==> src/rtl/core/crw_pkg.sv <==
// Package for the CSR random walk step block: field widths, table depths,
// action and status codes. No dependencies.
package crw_pkg;
  localparam int NODES = 1024;
  localparam int EDGES = 8192;
  localparam int WEIGHT_BITS = 16;
  localparam int NODE_W = 10;
  localparam int IDX_W = 13;
  localparam int OFS_W = 14;
  localparam int TGT_W = 10;
  localparam int WIN_W = 16;
  localparam int RND_W = 32;
  localparam int NA_W = $clog2(NODES + 1);
  localparam int EA_W = $clog2(EDGES);
  localparam int TOT_W = WEIGHT_BITS + EA_W + 1;

  localparam logic [1:0] ACT_LOAD_OFS = 2'd0;
  localparam logic [1:0] ACT_LOAD_EDGE = 2'd1;
  localparam logic [1:0] ACT_START = 2'd2;
  localparam logic [1:0] ACT_STEP = 2'd3;

  localparam logic [1:0] ST_OK = 2'd0;
  localparam logic [1:0] ST_NO_EDGES = 2'd1;
  localparam logic [1:0] ST_ZERO_WEIGHT = 2'd2;

  typedef struct packed {
    logic [1:0] action;
    logic [IDX_W-1:0] table_index;
    logic [OFS_W-1:0] edge_offset;
    logic [TGT_W-1:0] edge_target;
    logic [WIN_W-1:0] edge_weight;
    logic [NODE_W-1:0] start_node;
    logic [RND_W-1:0] random_word;
  } in_item_t;

  typedef struct packed {
    logic [NODE_W-1:0] node;
    logic [1:0] status;
  } out_item_t;

  // Divider control between the sequencer and the bit-serial divider.
  typedef struct packed {
    logic start;
    logic [RND_W-1:0] dividend;
    logic [TOT_W-1:0] divisor;
  } div_req_t;

  typedef struct packed {
    logic done;
    logic [TOT_W-1:0] rem;
  } div_rsp_t;
endpackage

==> src/rtl/core/crw_div.sv <==
// Restoring bit-serial remainder unit, one quotient bit per cycle.
// Depends on crw_pkg.
module crw_div (
  input logic clk,
  input logic rst,
  input crw_pkg::div_req_t req,
  output crw_pkg::div_rsp_t rsp
);
  import crw_pkg::*;
  localparam int CNT_W = $clog2(RND_W + 1);
  logic [RND_W-1:0] dividend;
  logic [TOT_W-1:0] divisor;
  logic [TOT_W:0] rem;
  logic [CNT_W-1:0] count;
  logic busy;
  logic [TOT_W:0] shifted;

  assign shifted = {rem[TOT_W-1:0], dividend[RND_W-1]};

  always_ff @(posedge clk) begin
    if (rst) begin
      busy <= 1'b0;
      rsp.done <= 1'b0;
    end else begin
      rsp.done <= 1'b0;
      if (req.start) begin
        busy <= 1'b1;
        count <= CNT_W'(RND_W);
        dividend <= req.dividend;
        divisor <= req.divisor;
        rem <= '0;
      end else if (busy) begin
        dividend <= {dividend[RND_W-2:0], 1'b0};
        if (shifted >= {1'b0, divisor}) rem <= shifted - {1'b0, divisor};
        else rem <= shifted;
        count <= count - 1'b1;
        if (count == CNT_W'(1)) begin
          busy <= 1'b0;
          rsp.done <= 1'b1;
        end
      end
    end
  end
  assign rsp.rem = rem[TOT_W-1:0];
endmodule
==> config.mk <==
export PLATFORM = sky130hd
export DESIGN_NAME = crw_div
export DESIGN_NICKNAME = d
export VERILOG_FILES = /design/src/rtl/core/crw_pkg.sv /design/src/rtl/core/crw_div.sv
export SDC_FILE = /design/constraint.sdc
export NUM_CORES = 1
export LEC_CHECK = 0
export BUFFER_PORTS_ARGS = -buffer_cell sky130_fd_sc_hd__buf_4
export CAP_MARGIN = 20
export CORE_UTILIZATION = 50
export DETAILED_ROUTE_END_ITERATION = 16
export PLACE_DENSITY = 0.8
export REMOVE_ABC_BUFFERS = 1
export SYNTH_ARGS = -nofsm -noshare
export SYNTH_HDL_FRONTEND = slang
export SYNTH_SLANG_ARGS = --single-unit
==> constraint.sdc <==
create_clock -name clk -period 8 [get_ports clk]
set_input_delay 1.6 -clock clk [delete_from_list [all_inputs] [get_ports clk]]
set_output_delay 1.6 -clock clk [all_outputs]
set_load 0.02 [all_outputs]
# Word-level counts from Yosys, hierarchy flattened
# Cells that the tools add are included.
# totals
regBits,100
in_bits,65
output_inout_bits,31
word_cells,25
# op_classes
add_sub_neg,2
magnitude_cmp,1
eq_ne,1
n_mux,9
bitwise_logic,2
n_reduce_logical,4
# ops
operator,count
$mux W32,2
$mux W30,2
$ge A31 B30 Y1,1
$sub A30 B30 Y30,1
$eq A6 B1 Y1 const B,1
$mux W6,1
$sub A6 B1 Y6 const B,1
$mux W1,4
$reduce_and A2 Y1,2
$reduce_or A3 Y1,1
$not A1 Y1,2
$reduce_bool A2 Y1,1

# Logic depth before layout (Yosys ltp)
# Gate-level depths: netlist (run 1).
# depth
word_depth,4
mapped_depth,14
ltp_nobuf,12

# Worst setup path after synthesis (run 1)
# OpenSTA, ideal clock, no wires.
# synth_path
kind,in2reg
startpoint,in req[62] (netlist bit)
endpoint,reg count[0] (enable)
t_arrival_ps,4742
required_time_ps,7504
slack_ps,2762
path_stages,3
n_path_buf,1
path_cell_list,clkbuf_1 > nor2_1 > nor2_1
# synth_via
elab_chain_cells,2
# synth_rtl
element,line_no,source
from (decl),crw_div.sv:6,"input crw_pkg::div_req_t req,"
$reduce_bool A2 Y1 (no source line),-,
$reduce_and A2 Y1 (no source line),-,
to (signal assigned),crw_div.sv:28,count <= CNT_W'(RND_W);
to (signal assigned),crw_div.sv:36,count <= count - 1'b1;
to (decl),crw_div.sv:14,logic [CNT_W-1:0] count;
# No other way between the ends.
# A chain may end at the register's enable or synchronous reset.

# Worst setup path after layout (run 1)
# layout_path
startpoint,reg rem[23]
endpoint,"reg rem[11], data pin"
# layout_via
elab_chain_cells,3
# layout_rtl
element,line_no,source
from (decl),crw_div.sv:13,logic [TOT_W:0] rem;
from (signal assigned),crw_div.sv:34,"if (shifted >= {1'b0, divisor}) rem <= shifted - {1'b0, divisor};"
from (signal assigned),crw_div.sv:35,else rem <= shifted;
$ge A31 B30 Y1,crw_div.sv:34,
$mux W30,crw_div.sv:34,
$mux W30,crw_div.sv:32,end else if (busy) begin
# No other way between the ends. The select of a mux whose other input is x is not followed.

==> results of run 1 <==
-- registers in the layout (all words and copies together) (netlist names) --
| signal | cells |
|---|---|
| divisor | 30 |
| rem | 30 |
| dividend | 32 |
| busy | 1 |
| rsp | 1 |
| count | 6 |
-- cells in the final DEF (no fill, tap or decap), types with 3 or more instances in the layout --
master,n
edfxtp_1,98
buf_4,98
ha_1,32
and2_1,4
nor2b_1,7
a211oi_1,5
o21a_1,6
or2_2,3
nand4_1,6
nor3_1,10
clkbuf_16,9
a2111oi_0,3
a31oi_1,4
mux2_2,31
a21oi_1,29
nand2b_1,5
xnor2_1,18
mux2i_1,25
nand3_1,7
o21bai_1,5
and3_1,4
o31ai_1,3
o21ai_0,15
nand2_1,25
xor2_1,9
nor2_1,48
a21o_1,10
inv_1,39
-- kinds of logic after synthesis --
family | Yosys count | share of synthesized area, %
AO/OA/AOI/OAI | 97 | 11.3
XOR/XNOR | 27 | 4.11
adder cells (fa/ha/maj) | 33 | 7.31
buffers and inverters | 59 | 4.20
flip-flops | 100 | 51.8
multiplexers | 56 | 10.4
AND/OR/NAND/NOR | 130 | 10.8
-- power by group through the flow --
stage               clock, W  combinational [W]  sequential, W
finish              0.000402           0.000416       0.000654
global route        0.000430           0.000459       0.000660
CTS                 0.000410           0.000417       0.000655
detailed placement         0           0.000412       0.000666
global placement           0           0.000401       0.000664
floorplan                  0           0.000278       0.000681
-- synth_stat cells, types with 9 or more instances --
cell type	count	area share [%]
nor2_1	50	3.3
nand2_1	25	1.6
clkbuf_1	14	0.91
ha_1	32	7.0
nor3_1	10	0.87
mux2_2	31	6.1
xor2_1	9	1.4
inv_1	39	2.5
mux2i_1	25	4.3
o21ai_0	15	1.3
a21oi_1	29	2.5
edfxtp_1	98	51
xnor2_1	18	2.7
a21o_1	10	1.3
-- through the flow --
stage	utilization, %	power, W	setup slack [ns]
after floorplan	-	0.000960	2.97
after global placement	59.6	0.00107	4.20
after detailed placement	59.6	0.00108	4.11
after CTS	62.1	0.00148	4.41
after global routing	62.1	0.00155	4.24
final	62.1	0.00147	4.41
-- area by class of cell --
cell class	instances	area (µm²)	area share [%]
clock buffers	11	233	3.40
clock inverters	5	37.5	0.548
inverters	39	146	2.14
multi-input cells	343	2540	37.1
flip-flops and latches	100	2980	43.6
well taps	140	175	2.56
repair buffers	98	736	10.7
-- worst register-to-register path: stages, from the launching register on --
cell,delay (ns)
edfxtp_1,0.43
ha_1,0.44
a21o_1,0.22
a21o_1,0.17
a21o_1,0.19
a211oi_1,0.23
nor2_1,0.08
a2111oi_0,0.42
a21o_1,0.30
buf_4,0.48
mux2i_1,0.28
nor2_1,0.07
-- final timing paths --
kind	startpoint	to	slack (ns)
worst max-delay path	rem[23]	rem[11]	4.41
worst min-delay path	busy	rsp[30]	0.49
worst max register to register	rem[23]	rem[11]	4.41
worst min register to register	busy	rsp[30]	0.49
-- per-layer routing --
layer	global-route usage, %	vias to the layer above	share of wire (%)
li1	-	2021	-
met1	25.1	1927	42
met2	35.4	114	48
met3	7.89	14	8.2
met4	4.86	0	1.4
met5	0	-	0
==> results.json, run 1 <==
{
  "status": "finished, final reports clean",
  "crit_family": "compound AO/OA/AOI/OAI gates",
  "hp-class": "reg2reg",
  "synth_cells": 502,
  "reg2regPathDepth": 11,
  "pwr-share-comb_pct": 28.2,
  "power.density_nw_per_um2": 215,
  "maxSlewViolCount": 0,
  "hold_path_depth": 1,
  "antennaDiodeCount": 0,
  "clock_sinks": 100,
  "drv_cap": 0,
  "setup-tns-final_ns": 0,
  "setup_viol": 0,
  "path_buf_inv": 1,
  "critical_path_class": "reg2reg",
  "first_iter_violations": 199,
  "cts_setup_buffers": 0,
  "holdBufCountCts": 0,
  "seqPwrFrac_pct": 44.4,
  "fin_nets": 689,
  "drive_above_1_share_pct": 25.5,
  "clockRootBuffer": "clkbuf_16",
  "synthArstFlopShare_pct": 0,
  "overflow": 0,
  "final-hold-violation-count": 0,
  "die_w_um": 109,
  "power_leakage_nw": 2.85,
  "netlist_area_um2": 5750,
  "max_freq_mhz": 279,
  "drt_wl_total_um": 11600,
  "finalCritPeriodShare_pct": 44.8,
  "whs_ns": 0.493,
  "clkPwrFrac_pct": 27.3,
  "worst-path-stages": 11,
  "rsz0062_at_grt": "false",
  "place_area_um2": 6580,
  "clk_path_buf_depth": 2,
  "synth_edf_count": 98,
  "gp_congestion": 0.912,
  "startpoint_type": "flip-flop",
  "gr-usage-all-layers_pct": 20.9,
  "crit_chain": "ha_1 > a21o_1 > a21o_1 > a21o_1 > a211oi_1 > nor2_1 > a2111oi_0 > a21o_1 > buf_4 > mux2i_1 > nor2_1",
  "die_area_um2": 11900,
  "cts_tree": "built",
  "final_area_um2": 6850,
  "slowest_stage": "buf_4",
  "htree_levels": 3,
  "synthDistinctLibCells": 54,
  "synthFlopType": "edfxtp_1",
  "grt_pass1_vias": 4015,
  "crit_path_end_kind": "flip-flop",
  "fillers": 913,
  "hpwlAfterDp_um": 8180,
  "finalCriticalPeriod_ns": 3.59,
  "yosysSeqAreaShare_pct": 51.8,
  "port_buffers": 95,
  "clk_latency_ns": 0.35,
  "wl_per_cell_um": 15.8,
  "area_growth_pct": 19.1,
  "vdd_ir_drop_max_mv": 0.169,
  "firstDrtPassIters": 7,
  "path_max_fanout": 33,
  "row_count": 38,
  "drc": 0,
  "worst_pin_slew_ns": 0.786,
  "max_stage_delay_ns": 0.48,
  "drt.antenna.violating_nets": 0,
  "antenna_found_initial": 0,
  "crit_required_ns": 8.06,
  "layoutNonFillerInstCount": 736,
  "cts_buffers": 9,
  "cp.arrival_ns": 3.65,
  "route.vias.total": 4076,
  "start_util_pct": 52.2,
  "synth.ff_latch_count": 100,
  "core_area_um2": 11000,
  "clk_pin_slew_worst_paths_ns": 0.07,
  "timing.slew.headroom_pct": 47.6,
  "num_io_pins": 96,
  "switching_power_w": 0.000441,
  "die_h_um": 109,
  "switching_share_pct": 29.9,
  "grt_pass1_wl_um": 18900,
  "yosys_warnings": 0,
  "vias_per_cell": 5.54,
  "avgSynthCellArea_um2": 11.5,
  "cts_resized": 0,
  "fin_skew_ns": 0.00948,
  "cp_common_cell": "a21o_1",
  "grt_max_degree": 71,
  "power.internal_w": 0.00103,
  "placedCellCount": 720
}
No activity file was read; power rests on OpenSTA's default activity.
==> inputs of run 2 (changes only) <==
- PLACE_DENSITY: 0.8 -> 0.83
- clock period: 8 -> 3.2 ns (I/O delays scaled with it)
==> results.json, run 2 (synthesis gave the netlist of run 1 again) <==
{
  "place_area_um2": 6690,
  "grt_pass1_vias": 4173,
  "largest_reg_flops": 32,
  "drt.antenna.violating_nets": 0,
  "final-hold-violation-count": 0,
  "drt_wl_total_um": 12300,
  "switching_share_pct": 29.5,
  "maxSlewViolCount": 0,
  "fin_nets": 705,
  "cp.arrival_ns": 3.32,
  "vdd_ir_drop_max_mv": 0.580,
  "drv_cap": 0,
  "placedCellCount": 732,
  "final_area_um2": 7140,
  "die_area_um2": 11900,
  "clockRootBuffer": "clkbuf_16",
  "cts_buffers": 9,
  "area_growth_pct": 24.2,
  "setup_viol": 0,
  "fillers": 852,
  "htree_levels": 3,
  "drive_above_1_share_pct": 29.8,
  "drc": 0,
  "hpwlAfterDp_um": 8770,
  "reg_top3": "dividend (32), divisor (30), rem (30)",
  "finalCritPeriodShare_pct": 97.5,
  "pwr-share-comb_pct": 30.1,
  "gp_congestion": 0.892,
  "antenna_found_initial": 0,
  "crit_path_end_kind": "flip-flop",
  "finalCriticalPeriod_ns": 3.12,
  "antennaDiodeCount": 0,
  "vias_per_cell": 5.58,
  "crit_required_ns": 3.41,
  "layoutNonFillerInstCount": 751,
  "status": "finished, final reports clean",
  "row_count": 38,
  "final_core_util_pct": 64.8,
  "worst_pin_slew_ns": 0.553,
  "clkPwrFrac_pct": 27.7,
  "regMostFlops": "dividend",
  "holdBufCountCts": 0,
  "first_iter_violations": 218,
  "die_h_um": 109,
  "start_util_pct": 52.2,
  "hp-class": "in2reg",
  "route.vias.total": 4189,
  "wl_per_cell_um": 16.4,
  "clk_pin_slew_worst_paths_ns": 0.07,
  "path_max_fanout": 16,
  "max_freq_mhz": 321,
  "power.internal_w": 0.00274,
  "power_leakage_nw": 2.96,
  "clk_latency_ns": 0.36,
  "seqPwrFrac_pct": 42.2,
  "timing.slew.headroom_pct": 62.7,
  "switching_power_w": 0.00114,
  "gr-usage-all-layers_pct": 21.4,
  "clk_path_buf_depth": 2,
  "num_io_pins": 96,
  "grt_pass1_wl_um": 19400,
  "startpoint_type": "flip-flop",
  "die_w_um": 109,
  "grt_max_degree": 44,
  "port_buffers": 95,
  "clock_sinks": 100,
  "fin_skew_ns": 0.0123,
  "core_area_um2": 11000,
  "cts_tree": "built",
  "critical_path_class": "reg2reg",
  "power.density_nw_per_um2": 543,
  "overflow": 0,
  "final_common_cell": "buf_4",
  "final_cell_mix": "buf_4, edfxtp_1, nor2_1",
  "firstDrtPassIters": 5
}
## run 2: final timing paths
kind                from          to  slack (ns)  cells past startpoint
setup / recovery  rem[2]     rem[28]        0.08                     11
hold / removal    req[5]  divisor[5]        0.46                      1
setup reg to reg  rem[2]     rem[28]        0.08                     11
hold reg to reg     busy     rsp[30]        0.49                      1
## run 2: critical path, stage by stage (launching register included)
cell,delay [ns]
edfxtp_1,0.41
ha_1,0.35
buf_4,0.16
nand3_1,0.14
a311oi_4,0.39
o2111ai_2,0.19
nand2_1,0.14
a21oi_2,0.08
a21o_4,0.26
buf_12,0.16
or4_1,0.52
a21oi_1,0.17
## run 2: metal layers
| layer | wire length, µm | GRT usage [%] | share of wire, % | vias up |
|---|---|---|---|---|
| met5 | 0 | 0 | 0 | - |
| met4 | 148 | 5.43 | 1.2 | 0 |
| met3 | 936 | 8.49 | 7.6 | 11 |
| met2 | 6180 | 36.7 | 50 | 132 |
| met1 | 5060 | 25.0 | 41 | 1997 |
| li1 | - | - | - | 2049 |
## run 2: layout make-up
| type | instances | area, µm² | area share (%) |
|---|---|---|---|
| well taps | 140 | 175 | 2.45 |
| clock inverters | 5 | 60.1 | 0.841 |
| flip-flops and latches | 100 | 2980 | 41.8 |
| repair buffers | 114 | 898 | 12.6 |
| inverters | 39 | 146 | 2.05 |
| multi-input cells | 343 | 2650 | 37.1 |
| clock buffers | 10 | 229 | 3.20 |
## run 2: what timing repair did
item	in CTS	in global routing
resized for setup	1	17
cloned	0	1
endpoints found under the setup margin	1	27
pin swaps	0	3
setup buffers	0	3
## run 2: power by group through the flow
stage / Sequential [W] / Combinational (W) / Clock [W]
3_5_place_dp: 0.00166 / 0.00109 / 0
2_1_floorplan: 0.00170 / 0.000696 / 0
3_3_place_gp: 0.00166 / 0.00105 / 0
5_1_grt: 0.00165 / 0.00128 / 0.00115
6_report: 0.00164 / 0.00117 / 0.00107
4_1_cts: 0.00164 / 0.00110 / 0.00111
## run 2: stage by stage
stage	TNS, ns	setup WS [ns]	hold WS [ns]	power, W
after floorplan	-72.62	-0.874	0.458	0.00240
after global placement	0	0.0465	0.469	0.00271
after detailed placement	0	0.000745	0.480	0.00275
after CTS	0	0.0566	0.445	0.00384
after global routing	-0.143	-0.0778	0.440	0.00408
final	0	0.0810	0.455	0.00388
==> inputs of run 3 (changes only) <==
- CORE_UTILIZATION: 50 -> 27
- PLACE_DENSITY: 0.83 -> 0.57
==> results.json, run 3 (synthesis gave the netlist of run 1 again) <==
{
  "status": "finished, final reports clean",
  "timing.reg2reg.setup_slack_ns": 0.11,
  "die_area_um2": 21900,
  "first_iter_violations": 224,
  "power_leakage_nw": 2.96,
  "finalCriticalPeriod_ns": 3.09,
  "antennaDiodeCount": 0,
  "area_growth_pct": 26.3,
  "fin_nets": 705,
  "rr_startpoint": "rem[3]",
  "drc": 0,
  "max_freq_mhz": 324,
  "r2r-end": "rem[28]",
  "htree_levels": 3,
  "port_buffers": 95,
  "final_common_cell": "buf_4",
  "place_area_um2": 6860,
  "final_area_um2": 7270,
  "clk_pin_slew_worst_paths_ns": 0.08,
  "grt_max_degree": 40,
  "path_max_fanout": 16,
  "regMostFlops": "dividend",
  "drt.antenna.violating_nets": 0,
  "rsz0062_at_grt": "true",
  "power.density_nw_per_um2": 535,
  "die_w_um": 148,
  "drt_wl_total_um": 13200,
  "drt-met1-wl_um": 5980,
  "critical_path_class": "reg2reg",
  "overflow": 0,
  "clk_path_buf_depth": 2,
  "gp_congestion": 0.860,
  "endpoint": "rem[28]",
  "whs_ns": 0.446,
  "setup_viol": 0,
  "vias_per_cell": 4.61,
  "crit_path_end_kind": "flip-flop",
  "drive_above_1_share_pct": 29.2,
  "start_util_pct": 27.5,
  "final_cell_mix": "buf_4, edfxtp_1, nor2_1",
  "wl_met3_um": 969,
  "place_ws_ns": 0.0434,
  "gr-usage-all-layers_pct": 12.5,
  "core_area_um2": 21000,
  "vdd_ir_drop_max_mv": 0.273,
  "drv_cap": 0,
  "clk_latency_ns": 0.36,
  "firstDrtPassIters": 4,
  "top_layer": "met4",
  "reg2regPathDepth": 11,
  "cp.arrival_ns": 3.30,
  "antenna_found_initial": 0,
  "largest_reg_flops": 32,
  "crit_path_start": "rem[3]",
  "setup-tns-final_ns": 0,
  "maxSlewViolCount": 0,
  "wl_per_cell_um": 14.8,
  "cts_tree": "built",
  "hp-class": "in2reg",
  "fin_skew_ns": 0.0161,
  "grt_pass1_vias": 4223,
  "row_count": 53,
  "wl_met2_um": 6060,
  "finalCritPeriodShare_pct": 96.4,
  "crit_required_ns": 3.42,
  "clock_sinks": 100,
  "final-hold-violation-count": 0,
  "clockRootBuffer": "clkbuf_16",
  "startpoint_type": "flip-flop",
  "timing.slew.headroom_pct": 54.4,
  "grt_pass1_wl_um": 21500,
  "route.vias.total": 4087,
  "cts_buffers": 9,
  "finalWorstSetupSlack_ns": 0.115,
  "num_io_pins": 96,
  "die_h_um": 148,
  "reg_top3": "dividend (32), divisor (30), rem (30)",
  "finalPower_w": 0.00389,
  "worst_pin_slew_ns": 0.675,
  "hpwlAfterDp_um": 9680
}
[run 3: layer usage]
| metal | vias up | track usage [%] |
|---|---|---|
| met4 | 0 | 3.56 |
| met1 | 1935 | 15.6 |
| met3 | 12 | 4.69 |
| met2 | 98 | 20.3 |
| met5 | - | 0 |
| li1 | 2042 | - |
[run 3: power breakdown]
| group | switching (W) | total [W] | internal (W) |
|---|---|---|---|
| Sequential | 0.0000588 | 0.00164 | 0.00158 |
| Clock | 0.000570 | 0.00113 | 0.000558 |
| Combinational | 0.000598 | 0.00113 | 0.000529 |
[run 3: area by class of cell]
cell class                 instances  area, µm²
clock buffer                       9        225
clock inverter                     7       75.1
fill                            2170      13700
inverter                          39        146
multi-input combinational        343       2610
sequential                       100       2980
tap                              275        344
timing repair buffer             114        881
[run 3: through the flow]
| step | utilization, % | cells |
|---|---|---|
| 2_1_floorplan | - | 482 |
| 3_3_place_gp | 32.8 | 867 |
| 3_5_place_dp | 32.8 | 867 |
| 4_1_cts | 34.2 | 883 |
| 5_1_grt | 34.7 | 887 |
| 6_report | 34.7 | 887 |
[run 3: worst max-delay path: stages (launching register included)]
cell	delay, ns
edfxtp_1	0.46
ha_4	0.34
nand3_2	0.09
o21bai_4	0.19
a311oi_4	0.32
o2111ai_1	0.19
nand2_1	0.14
a21oi_2	0.08
a21o_1	0.26
buf_12	0.18
or4_1	0.51
a21oi_1	0.17
[run 3: what timing repair did]
item | 4_1_cts | 5_1_grt
hold buffers | 0 | 0
buffers inserted | 0 | 4
gates resized for setup | 0 | 12
endpoints found under the setup margin | 0 | 29
[run 3: worst min path at each step]
stage	to	cells past startpoint	slack, ns	startpoint
6_report	divisor[18]	1	0.45	req[18]
5_1_grt	divisor[7]	1	0.44	req[7]
4_1_cts	divisor[20]	1	0.43	req[20]
3_5_place_dp	rsp[30]	1	0.47	busy
3_3_place_gp	rsp[30]	1	0.48	busy
2_1_floorplan	rsp[30]	1	0.46	busy
